===== src/hdl/clm_pkg.sv =====
// ---------------------------------------------------------------------------
// clm_pkg
// types, sizes and codes of the caching lock manager
// ---------------------------------------------------------------------------
`default_nettype none

package clm_pkg;

  // table sizes, all powers of two so index folding is a plain truncation
  localparam int unsigned NUM_LOCKS   = 64;
  localparam int unsigned NUM_CLIENTS = 16;
  localparam int unsigned QUEUE_DEPTH = 8;

  // fixed item field widths
  localparam int unsigned FUNC_W      = 1;
  localparam int unsigned LOCK_FW     = 6;
  localparam int unsigned CLIENT_FW   = 4;
  localparam int unsigned CODE_W      = 2;

  // internal widths
  localparam int unsigned LOCK_W      = $clog2(NUM_LOCKS);
  localparam int unsigned CLIENT_W    = $clog2(NUM_CLIENTS);
  localparam int unsigned SLOT_W      = $clog2(QUEUE_DEPTH);
  localparam int unsigned CNT_W       = $clog2(QUEUE_DEPTH + 1);

  typedef enum logic [FUNC_W-1:0] {
    FN_ACQUIRE = 1'b0,
    FN_RELEASE = 1'b1
  } func_e;

  typedef enum logic [1:0] {
    PH_LOCKED   = 2'd0,
    PH_REVOKING = 2'd1,
    PH_RETRYING = 2'd2
  } phase_e;

  typedef enum logic [CODE_W-1:0] {
    ST_OK    = 2'd0,
    ST_RETRY = 2'd1,
    ST_ERROR = 2'd2
  } status_e;

  typedef enum logic [CODE_W-1:0] {
    NK_NONE   = 2'd0,
    NK_REVOKE = 2'd1,
    NK_RETRY  = 2'd2
  } notify_e;

  typedef enum logic {
    S_IDLE = 1'b0,
    S_EXEC = 1'b1
  } state_e;

  typedef logic [QUEUE_DEPTH-1:0][CLIENT_W-1:0] waiter_row_t;

  typedef struct packed {
    phase_e              phase;
    logic [CLIENT_W-1:0] owner;
    logic [SLOT_W-1:0]   head;
    logic [CNT_W-1:0]    count;
  } lock_entry_t;

  typedef struct packed {
    func_e               func;
    logic [LOCK_W-1:0]   lock;
    logic [CLIENT_W-1:0] client;
  } req_t;

  typedef struct packed {
    logic        known_set;
    logic        ent_we;
    lock_entry_t ent;
    logic        row_we;
    waiter_row_t row;
  } update_t;

  typedef struct packed {
    status_e              status;
    notify_e              kind;
    logic [CLIENT_FW-1:0] client;
    logic [LOCK_FW-1:0]   lock;
  } result_t;

endpackage

`default_nettype wire


===== src/hdl/clm_req_if.sv =====
// ---------------------------------------------------------------------------
// clm_req_if
// request channel: acquire or release of one lock by one client
// ---------------------------------------------------------------------------
`default_nettype none

interface clm_req_if;
  logic                          valid;
  logic                          ready;
  logic [clm_pkg::FUNC_W-1:0]    func;
  logic [clm_pkg::LOCK_FW-1:0]   lock_index;
  logic [clm_pkg::CLIENT_FW-1:0] client_index;

  modport source (output valid, func, lock_index, client_index, input ready);
  modport sink   (input valid, func, lock_index, client_index, output ready);
endinterface

`default_nettype wire


===== src/hdl/clm_rsp_if.sv =====
// ---------------------------------------------------------------------------
// clm_rsp_if
// result channel: reply status and optional callback
// ---------------------------------------------------------------------------
`default_nettype none

interface clm_rsp_if;
  logic                          valid;
  logic                          ready;
  logic [clm_pkg::CODE_W-1:0]    reply_status;
  logic [clm_pkg::CODE_W-1:0]    notify_kind;
  logic [clm_pkg::CLIENT_FW-1:0] notify_client;
  logic [clm_pkg::LOCK_FW-1:0]   notify_lock;

  modport source (output valid, reply_status, notify_kind, notify_client, notify_lock,
                  input ready);
  modport sink   (input valid, reply_status, notify_kind, notify_client, notify_lock,
                  output ready);
endinterface

`default_nettype wire


===== src/hdl/clm_decide.sv =====
// ---------------------------------------------------------------------------
// clm_decide
// lock state transition for one request on a fetched entry and waiter row
// ---------------------------------------------------------------------------
`default_nettype none

module clm_decide (
  input  wire clm_pkg::req_t        req_i,
  input  wire logic                 known_i,
  input  wire clm_pkg::lock_entry_t ent_i,
  input  wire clm_pkg::waiter_row_t row_i,
  output clm_pkg::update_t          upd_o,
  output clm_pkg::result_t          res_o
);

  logic [clm_pkg::CLIENT_W-1:0] front;
  logic [clm_pkg::SLOT_W-1:0]   tail_slot;
  logic                         can_push;
  logic [clm_pkg::CNT_W-1:0]    popped_cnt;
  clm_pkg::notify_e             kind;
  logic [clm_pkg::CLIENT_W-1:0] target;
  clm_pkg::status_e             status;

  assign front     = row_i[ent_i.head];
  assign tail_slot = ent_i.head + ent_i.count[clm_pkg::SLOT_W-1:0];
  assign can_push  = (ent_i.count < clm_pkg::CNT_W'(clm_pkg::QUEUE_DEPTH));

  always_comb begin
    upd_o.known_set = 1'b0;
    upd_o.ent_we    = 1'b0;
    upd_o.ent       = ent_i;
    upd_o.row_we    = 1'b0;
    upd_o.row       = row_i;
    status          = clm_pkg::ST_ERROR;
    kind            = clm_pkg::NK_NONE;
    target          = '0;
    popped_cnt      = ent_i.count;

    if (req_i.func == clm_pkg::FN_ACQUIRE) begin
      if (!known_i) begin
        // first sight of this lock: grant at once
        upd_o.known_set = 1'b1;
        upd_o.ent_we    = 1'b1;
        upd_o.ent.phase = clm_pkg::PH_LOCKED;
        upd_o.ent.owner = req_i.client;
        upd_o.ent.head  = '0;
        upd_o.ent.count = '0;
        status          = clm_pkg::ST_OK;
      end else begin
        case (ent_i.phase) inside
          clm_pkg::PH_LOCKED, clm_pkg::PH_REVOKING: begin
            if (ent_i.owner != req_i.client && can_push) begin
              upd_o.row_we         = 1'b1;
              upd_o.row[tail_slot] = req_i.client;
              upd_o.ent_we         = 1'b1;
              upd_o.ent.count      = ent_i.count + 1'b1;
              status               = clm_pkg::ST_RETRY;
              if (ent_i.phase == clm_pkg::PH_LOCKED) begin
                upd_o.ent.phase = clm_pkg::PH_REVOKING;
                kind            = clm_pkg::NK_REVOKE;
                target          = ent_i.owner;
              end
            end
          end
          clm_pkg::PH_RETRYING: begin
            if (ent_i.count == '0 || front == req_i.client) begin
              if (ent_i.count != '0) begin
                popped_cnt     = ent_i.count - 1'b1;
                upd_o.ent.head = ent_i.head + 1'b1;
              end
              upd_o.ent_we    = 1'b1;
              upd_o.ent.count = popped_cnt;
              upd_o.ent.owner = req_i.client;
              upd_o.ent.phase = clm_pkg::PH_LOCKED;
              status          = clm_pkg::ST_OK;
              // others still queued: start taking it back straight away
              if (popped_cnt != '0) begin
                upd_o.ent.phase = clm_pkg::PH_REVOKING;
                kind            = clm_pkg::NK_REVOKE;
                target          = req_i.client;
              end
            end else if (can_push) begin
              upd_o.row_we         = 1'b1;
              upd_o.row[tail_slot] = req_i.client;
              upd_o.ent_we         = 1'b1;
              upd_o.ent.count      = ent_i.count + 1'b1;
              status               = clm_pkg::ST_RETRY;
            end
          end
          default: begin
            status = clm_pkg::ST_ERROR;
          end
        endcase
      end
    end else begin
      if (known_i && ent_i.phase == clm_pkg::PH_REVOKING && ent_i.owner == req_i.client) begin
        upd_o.ent_we    = 1'b1;
        upd_o.ent.phase = clm_pkg::PH_RETRYING;
        status          = clm_pkg::ST_OK;
        if (ent_i.count != '0) begin
          kind   = clm_pkg::NK_RETRY;
          target = front;
        end
      end
    end

    res_o.status = status;
    res_o.kind   = kind;
    res_o.client = (kind != clm_pkg::NK_NONE) ? clm_pkg::CLIENT_FW'(target) : '0;
    res_o.lock   = (kind != clm_pkg::NK_NONE) ? clm_pkg::LOCK_FW'(req_i.lock) : '0;
  end

endmodule

`default_nettype wire


===== src/hdl/caching_lock_manager.sv =====
// ---------------------------------------------------------------------------
// caching_lock_manager
// lock table with revoke and retry callbacks, one request at a time
// ---------------------------------------------------------------------------
// A request is accepted, then executed: in the accept cycle the lock's entry
// (phase, owner, queue head and count) and its whole row of waiting clients
// are read from two synchronous memories; in the next cycle the new state is
// decided, written back and the reply placed in the result register. The
// next request is taken in the cycle after that. The result register holds
// one reply, so a new request is accepted while the previous reply still
// waits; the exec cycle stretches only when a second reply would overwrite
// an untaken one. The known-lock bits live in flip-flops cleared by reset,
// so there is no clearing pass and the block takes requests from the first
// cycle after reset. Lock and client indices are folded by truncation.
// ---------------------------------------------------------------------------
`default_nettype none

module caching_lock_manager (
  input  wire logic clk_i,
  input  wire logic rst_ni,
  clm_req_if.sink   req,
  clm_rsp_if.source rsp
);

  // control
  clm_pkg::state_e              state_q, state_d;
  logic                         accept;
  logic                         exec_fire;
  logic                         rsp_valid_q, rsp_valid_d;

  // captured request, payload only
  clm_pkg::req_t                req_q;

  // known bits, one per lock
  logic [clm_pkg::NUM_LOCKS-1:0] known_q;

  // lock entry and waiter row memories with registered read data
  clm_pkg::lock_entry_t         ent_mem [clm_pkg::NUM_LOCKS];
  clm_pkg::waiter_row_t         row_mem [clm_pkg::NUM_LOCKS];
  clm_pkg::lock_entry_t         ent_rd_q;
  clm_pkg::waiter_row_t         row_rd_q;
  logic [clm_pkg::LOCK_W-1:0]   rd_addr;

  // decision
  clm_pkg::update_t             upd;
  clm_pkg::result_t             res;
  clm_pkg::result_t             res_q;

  // fold the request's lock index into the table
  assign rd_addr = req.lock_index[clm_pkg::LOCK_W-1:0];

  // next state
  always_comb begin
    state_d = state_q;
    unique case (state_q)
      clm_pkg::S_IDLE: if (req.valid) state_d = clm_pkg::S_EXEC;
      clm_pkg::S_EXEC: if (!rsp_valid_q || rsp.ready) state_d = clm_pkg::S_IDLE;
      default:         state_d = clm_pkg::S_IDLE;
    endcase
  end

  // state outputs
  always_comb begin
    req.ready = 1'b0;
    exec_fire = 1'b0;
    unique case (state_q)
      clm_pkg::S_IDLE: req.ready = 1'b1;
      clm_pkg::S_EXEC: exec_fire = !rsp_valid_q || rsp.ready;
      default: begin
        req.ready = 1'b0;
        exec_fire = 1'b0;
      end
    endcase
  end

  assign accept = req.valid && req.ready;

  always_ff @(posedge clk_i or negedge rst_ni) begin
    if (!rst_ni) begin
      state_q <= clm_pkg::S_IDLE;
    end else begin
      state_q <= state_d;
    end
  end

  // request capture
  always_ff @(posedge clk_i) begin
    if (accept) begin
      req_q.func   <= clm_pkg::func_e'(req.func);
      req_q.lock   <= rd_addr;
      req_q.client <= req.client_index[clm_pkg::CLIENT_W-1:0];
    end
  end

  // entry memory: read on accept, write back on exec
  always_ff @(posedge clk_i) begin
    if (exec_fire && upd.ent_we) begin
      ent_mem[req_q.lock] <= upd.ent;
    end
    if (accept) begin
      ent_rd_q <= ent_mem[rd_addr];
    end
  end

  // waiter row memory: whole row read, one slot changed per write
  always_ff @(posedge clk_i) begin
    if (exec_fire && upd.row_we) begin
      row_mem[req_q.lock] <= upd.row;
    end
    if (accept) begin
      row_rd_q <= row_mem[rd_addr];
    end
  end

  // known bits
  always_ff @(posedge clk_i or negedge rst_ni) begin
    if (!rst_ni) begin
      known_q <= '0;
    end else if (exec_fire && upd.known_set) begin
      known_q[req_q.lock] <= 1'b1;
    end
  end

  clm_decide u_decide (
    .req_i   (req_q),
    .known_i (known_q[req_q.lock]),
    .ent_i   (ent_rd_q),
    .row_i   (row_rd_q),
    .upd_o   (upd),
    .res_o   (res)
  );

  // result register
  assign rsp_valid_d = exec_fire || (rsp_valid_q && !rsp.ready);

  always_ff @(posedge clk_i or negedge rst_ni) begin
    if (!rst_ni) begin
      rsp_valid_q <= 1'b0;
    end else begin
      rsp_valid_q <= rsp_valid_d;
    end
  end

  always_ff @(posedge clk_i) begin
    if (exec_fire) begin
      res_q <= res;
    end
  end

  assign rsp.valid         = rsp_valid_q;
  assign rsp.reply_status  = res_q.status;
  assign rsp.notify_kind   = res_q.kind;
  assign rsp.notify_client = res_q.client;
  assign rsp.notify_lock   = res_q.lock;

endmodule

`default_nettype wire


===== src/flat_wrapper.sv =====
// flat-port wrapper written by rule: the top's interface ports become plain ports
module caching_lock_manager_flat 
  (clk_i, rst_ni, req_valid, req_func, req_lock_index, req_client_index, req_ready, rsp_valid, rsp_reply_status, rsp_notify_kind, rsp_notify_client, rsp_notify_lock, rsp_ready);
  clm_req_if req_i ();
  clm_rsp_if rsp_i ();
  input  wire logic clk_i;
  input  wire logic rst_ni;
  input wire logic [$bits(req_i.valid)-1:0] req_valid;
  input wire logic [$bits(req_i.func)-1:0] req_func;
  input wire logic [$bits(req_i.lock_index)-1:0] req_lock_index;
  input wire logic [$bits(req_i.client_index)-1:0] req_client_index;
  output wire logic [$bits(req_i.ready)-1:0] req_ready;
  output wire logic [$bits(rsp_i.valid)-1:0] rsp_valid;
  output wire logic [$bits(rsp_i.reply_status)-1:0] rsp_reply_status;
  output wire logic [$bits(rsp_i.notify_kind)-1:0] rsp_notify_kind;
  output wire logic [$bits(rsp_i.notify_client)-1:0] rsp_notify_client;
  output wire logic [$bits(rsp_i.notify_lock)-1:0] rsp_notify_lock;
  input wire logic [$bits(rsp_i.ready)-1:0] rsp_ready;
  assign req_i.valid = req_valid;
  assign req_i.func = req_func;
  assign req_i.lock_index = req_lock_index;
  assign req_i.client_index = req_client_index;
  assign req_ready = req_i.ready;
  assign rsp_valid = rsp_i.valid;
  assign rsp_reply_status = rsp_i.reply_status;
  assign rsp_notify_kind = rsp_i.notify_kind;
  assign rsp_notify_client = rsp_i.notify_client;
  assign rsp_notify_lock = rsp_i.notify_lock;
  assign rsp_i.ready = rsp_ready;
  caching_lock_manager u_core (.clk_i(clk_i), .rst_ni(rst_ni), .req(req_i), .rsp(rsp_i));
endmodule

===== config.mk =====
export PLATFORM = sky130hd
export DESIGN_NAME = caching_lock_manager_flat
export DESIGN_NICKNAME = d
export VERILOG_FILES = /design/src/hdl/clm_pkg.sv /design/src/hdl/clm_req_if.sv /design/src/hdl/clm_rsp_if.sv /design/src/hdl/clm_decide.sv /design/src/hdl/caching_lock_manager.sv /design/src/flat_wrapper.sv
export SDC_FILE = /design/constraint.sdc
export NUM_CORES = 2
export LEC_CHECK = 0
export ABC_AREA = 0
export BUFFER_PORTS_ARGS = -buffer_cell sky130_fd_sc_hd__buf_4
export CORE_MARGIN = 10
export CORE_UTILIZATION = 30
export DETAILED_ROUTE_END_ITERATION = 10
export MAX_ROUTING_LAYER = met4
export SLEW_MARGIN = 20
export SYNTH_ARGS = -nofsm -noshare
export SYNTH_HDL_FRONTEND = slang
export SYNTH_SLANG_ARGS = --single-unit

===== constraint.sdc =====
create_clock -name clk_i -period 10.83 [get_ports clk_i]
set_input_delay 1.6245 -clock clk_i [delete_from_list [all_inputs] [get_ports clk_i]]
set_output_delay 1.6245 -clock clk_i [all_outputs]
set_load 0.005 [all_outputs]

==> flow_summary.toml <==
[critical_path]
cp_slowest_stage_delay_ns = 0.99
crit_arrival_ns = 6.34
crit_path_end_kind = "flip-flop"
start_kind = "flip-flop"
crit_chain = "inv_1, mux4_2, o21ai_1, o2111ai_1, o21ai_4, a211o_4, buf_4, nor2_4, buf_16"
r2r_slack_ns = 5.08
crit_path_max_fanout = 35
crit_type = "flip-flop to flip-flop"
required_ns = 11.42
slowest_stage = "edfxtp_1"

[clock_network]
clock_sinks = 3016
cts_tree = "yes"
clockBufferDepth = 4
clock_latency_ns = 0.87
cts_buffers = 297
cts_root_buf = "clkbuf_16"
clk_pin_slew_ns = 0.06
cts_resized = 0
cts_setup_buffers = 0
cts_hold_buf = 0
h-tree-depth = 5

[route]
routed.top_layer = "met4"
drt_iter0_markers = 6989
wl_met1_mm = 120.4
wirelength_mm = 292.0
dr.pass1.iters = 9
wl_met3_mm = 23.13
antenna_left = 0
num_vias = 53840
drc = 2
wl_per_cell_um = 27.82
detail_route.vias_per_cell = 5.129
met2WireLength_mm = 141.3

[synth]
async_reset_ff_share_pct = 2.188
yosys_register_bits = 3016
synth-edff-count = 2950
synth_area_leaders = "edfxtp_1 76%, mux4_2 18%, dfrtp_1 1.4%, nor2_1 0.50%, mux2_2 0.46%"
syn_avg_cell_area_um2 = 24.03
yosysTopAreaCellShare_pct = 75.97
ys.flop_type = "edfxtp_1"
ys.warnings.count = 0
ys_seq_area_share_pct = 77.39
postSynthCellCount = 4853
synth_fp_nets = 4874
yosys.cell_types.count = 77
synthesis.area_um2 = 116600
yosysTopAreaCell = "edfxtp_1"

[global_routing]
grt_pass1_vias = 54780
grt_max_degree = 124
grt_antenna_before_repair = 25
overflow = 0
grt_usage_pct = 14.01
grt_pass1_wl_mm = 415.2

[layout]
post-route-util_pct = 34.65
fillers = 35150
area_growth_pct = 14.88
seqCellArea_um2 = 90240
drive_above_1_share_pct = 32.80
multi_input_area_um2 = 26020
layout.nets = 5111

[pwr]
p_leak_nw = 40.60
cellPowerDensity_nw_per_um2 = 195.3
vdd_ir_drop_max_mv = 0.1319

[timing]
worst_pin_slew_ns = 1.274
timing.hold.ws_ns = 0.4619
fmaxAchievable_mhz = 174.0
setup_viol_count_final = 0
slew_violations = 0
fin_crit_sh_pct = 53.08
rsz0062_at_grt = "false"
fin_setup_tns_ns = 0
finClkSkew_ns = 0.06324
min_period_ns = 5.749
max_slew_margin_pct = 14.57
hold_violations = 0

[floorplanning]
initial_core_util_pct = 30.17
dieWidth_um = 643.5
row_count = 228
io_pins = 31
fp.dieH_um = 643.5
die_area_um2 = 414000
core_area_um2 = 386500

[placed_design]
port_buffers = 30
dp_hpwl_mm = 162.6
gp_congestion = 0.8220

[status]
outcome = "complete, but fails checks"
failed_checks = "design-rule violations"

[job]
maxCapViolations = 0

[hold_path]
hp-class = "flip-flop to flip-flop"
worst paths after layout:
path	from	endpoint	cells after the start
max in group asynchronous	rst_ni	u_core.known_q[31]$_DFFE_PN0P_	1
hold reg to reg	u_core.known_q[61]$_DFFE_PN0P_	u_core.known_q[61]$_DFFE_PN0P_	2
setup reg to reg	u_core.req_q[5]$_DFFE_PP_	u_core.row_mem[35][31]$_DFFE_PP_	9
setup / recovery	u_core.req_q[5]$_DFFE_PP_	u_core.row_mem[35][31]$_DFFE_PP_	9
hold / removal	u_core.known_q[61]$_DFFE_PN0P_	u_core.known_q[61]$_DFFE_PN0P_	2
min in group asynchronous	rst_ni	u_core.rsp.valid$_DFF_PN0_	1
metrics by stage:
step	worst slack, ns	instance area (um^2)	power (mW)	std cells
global route	4.908	134000	26.97	10500
global placement	4.933	124300	16.28	9956
floorplan	4.931	116600	15.38	4853
detailed placement	4.968	124500	16.39	9962
finish	5.081	134000	26.16	10500
CTS	5.200	133800	26.33	10490
registers in the layout, summed over array words and instances (netlist names):
| register | count |
|---|---|
| u_core.ent_mem | 832 |
| u_core.ent_rd_q | 13 |
| u_core.known_q | 64 |
| u_core.req_q | 11 |
| u_core.row_mem | 2048 |
| u_core.row_rd_q | 32 |
| u_core.rsp.notify_client | 4 |
| u_core.rsp.notify_kind | 2 |
| u_core.rsp.notify_lock | 6 |
| u_core.rsp.reply_status | 2 |
| u_core.rsp.valid | 1 |
| u_core.state_q | 1 |
Yosys cell counts, types with 19 or more instances:
| library cell | n |
|---|---|
| buf_1 | 88 |
| clkbuf_1 | 143 |
| mux2_2 | 48 |
| nor2_1 | 156 |
| edfxtp_1 | 2950 |
| o21bai_1 | 63 |
| o21ai_0 | 19 |
| mux2i_1 | 33 |
| mux4_2 | 947 |
| dfrtp_1 | 66 |
| buf_2 | 37 |
| nand2_1 | 95 |
worst max-delay path: cells and delay by family, from the launching register on:
kind            cells  cell delay (ns)
simple gates        1             0.33
flops               1             0.99
mux                 1             0.55
compound gates      4             1.87
buf+inv             3             1.59
final cells by class:
type,instances,share of cell area [%]
Clock buffer,364,5.877
Sequential cell,3016,67.36
Multi-Input combinational cell,1550,19.43
Antenna cell,2,0.003736
Timing Repair Buffer,208,1.379
Tap cell,5175,4.834
Clock inverter,165,1.069
Inverter,17,0.04764
logic make-up after synthesis:
group	synth area share, %
buffers and inverters	0.9700
multiplexers	19.06
AND/OR/NAND/NOR	1.275
AO/OA/AOI/OAI	1.162
adder cells (fa/ha/maj)	0.07082
flip-flops	77.39
XOR/XNOR	0.08048
placed cells by master (no fill, tap or decap), drive strengths merged, types with 3 or more instances in the layout:
cell / count
edfxtp: 2950
mux4: 947
clkbuf: 364
buf: 208
nor2: 157
clkinv: 120
nand2: 96
dfrtp: 66
o21bai: 63
mux2: 48
mux2i: 34
inv: 31
o21ai: 22
bufinv: 21
nand3: 16
and3: 14
a21oi: 13
clkinvlp: 10
a22oi: 9
nand2b: 9
o22ai: 9
nor2b: 8
o211ai: 8
nor3: 7
a211oi: 7
a21boi: 6
xor2: 6
ha: 5
nand3b: 4
nor4: 4
a2111oi: 4
o22a: 4
nor3b: 4
and3b: 3
or3b: 3
a221oi: 3
xnor2: 3
power by group:
| part | switching [mW] | leakage (nW) | internal, mW | total (mW) |
|---|---|---|---|---|
| clock | 4.32 | 4.55 | 5.69 | 10.0 |
| sequential | 0.160 | 27.5 | 13.6 | 13.8 |
| combinational | 1.66 | 8.56 | 0.699 | 2.36 |
| total | 6.13 | 40.6 | 20.0 | 26.2 |
routing by layer:
layer  global-route usage, %  vias to the layer above
met5                       -                        -
met4                   3.567                        0
met3                   2.743                      472
met2                   22.10                     2352
met1                   18.70                    29630
li1                        -                    21390
Note: power is estimated with default switching activity, not from simulation.
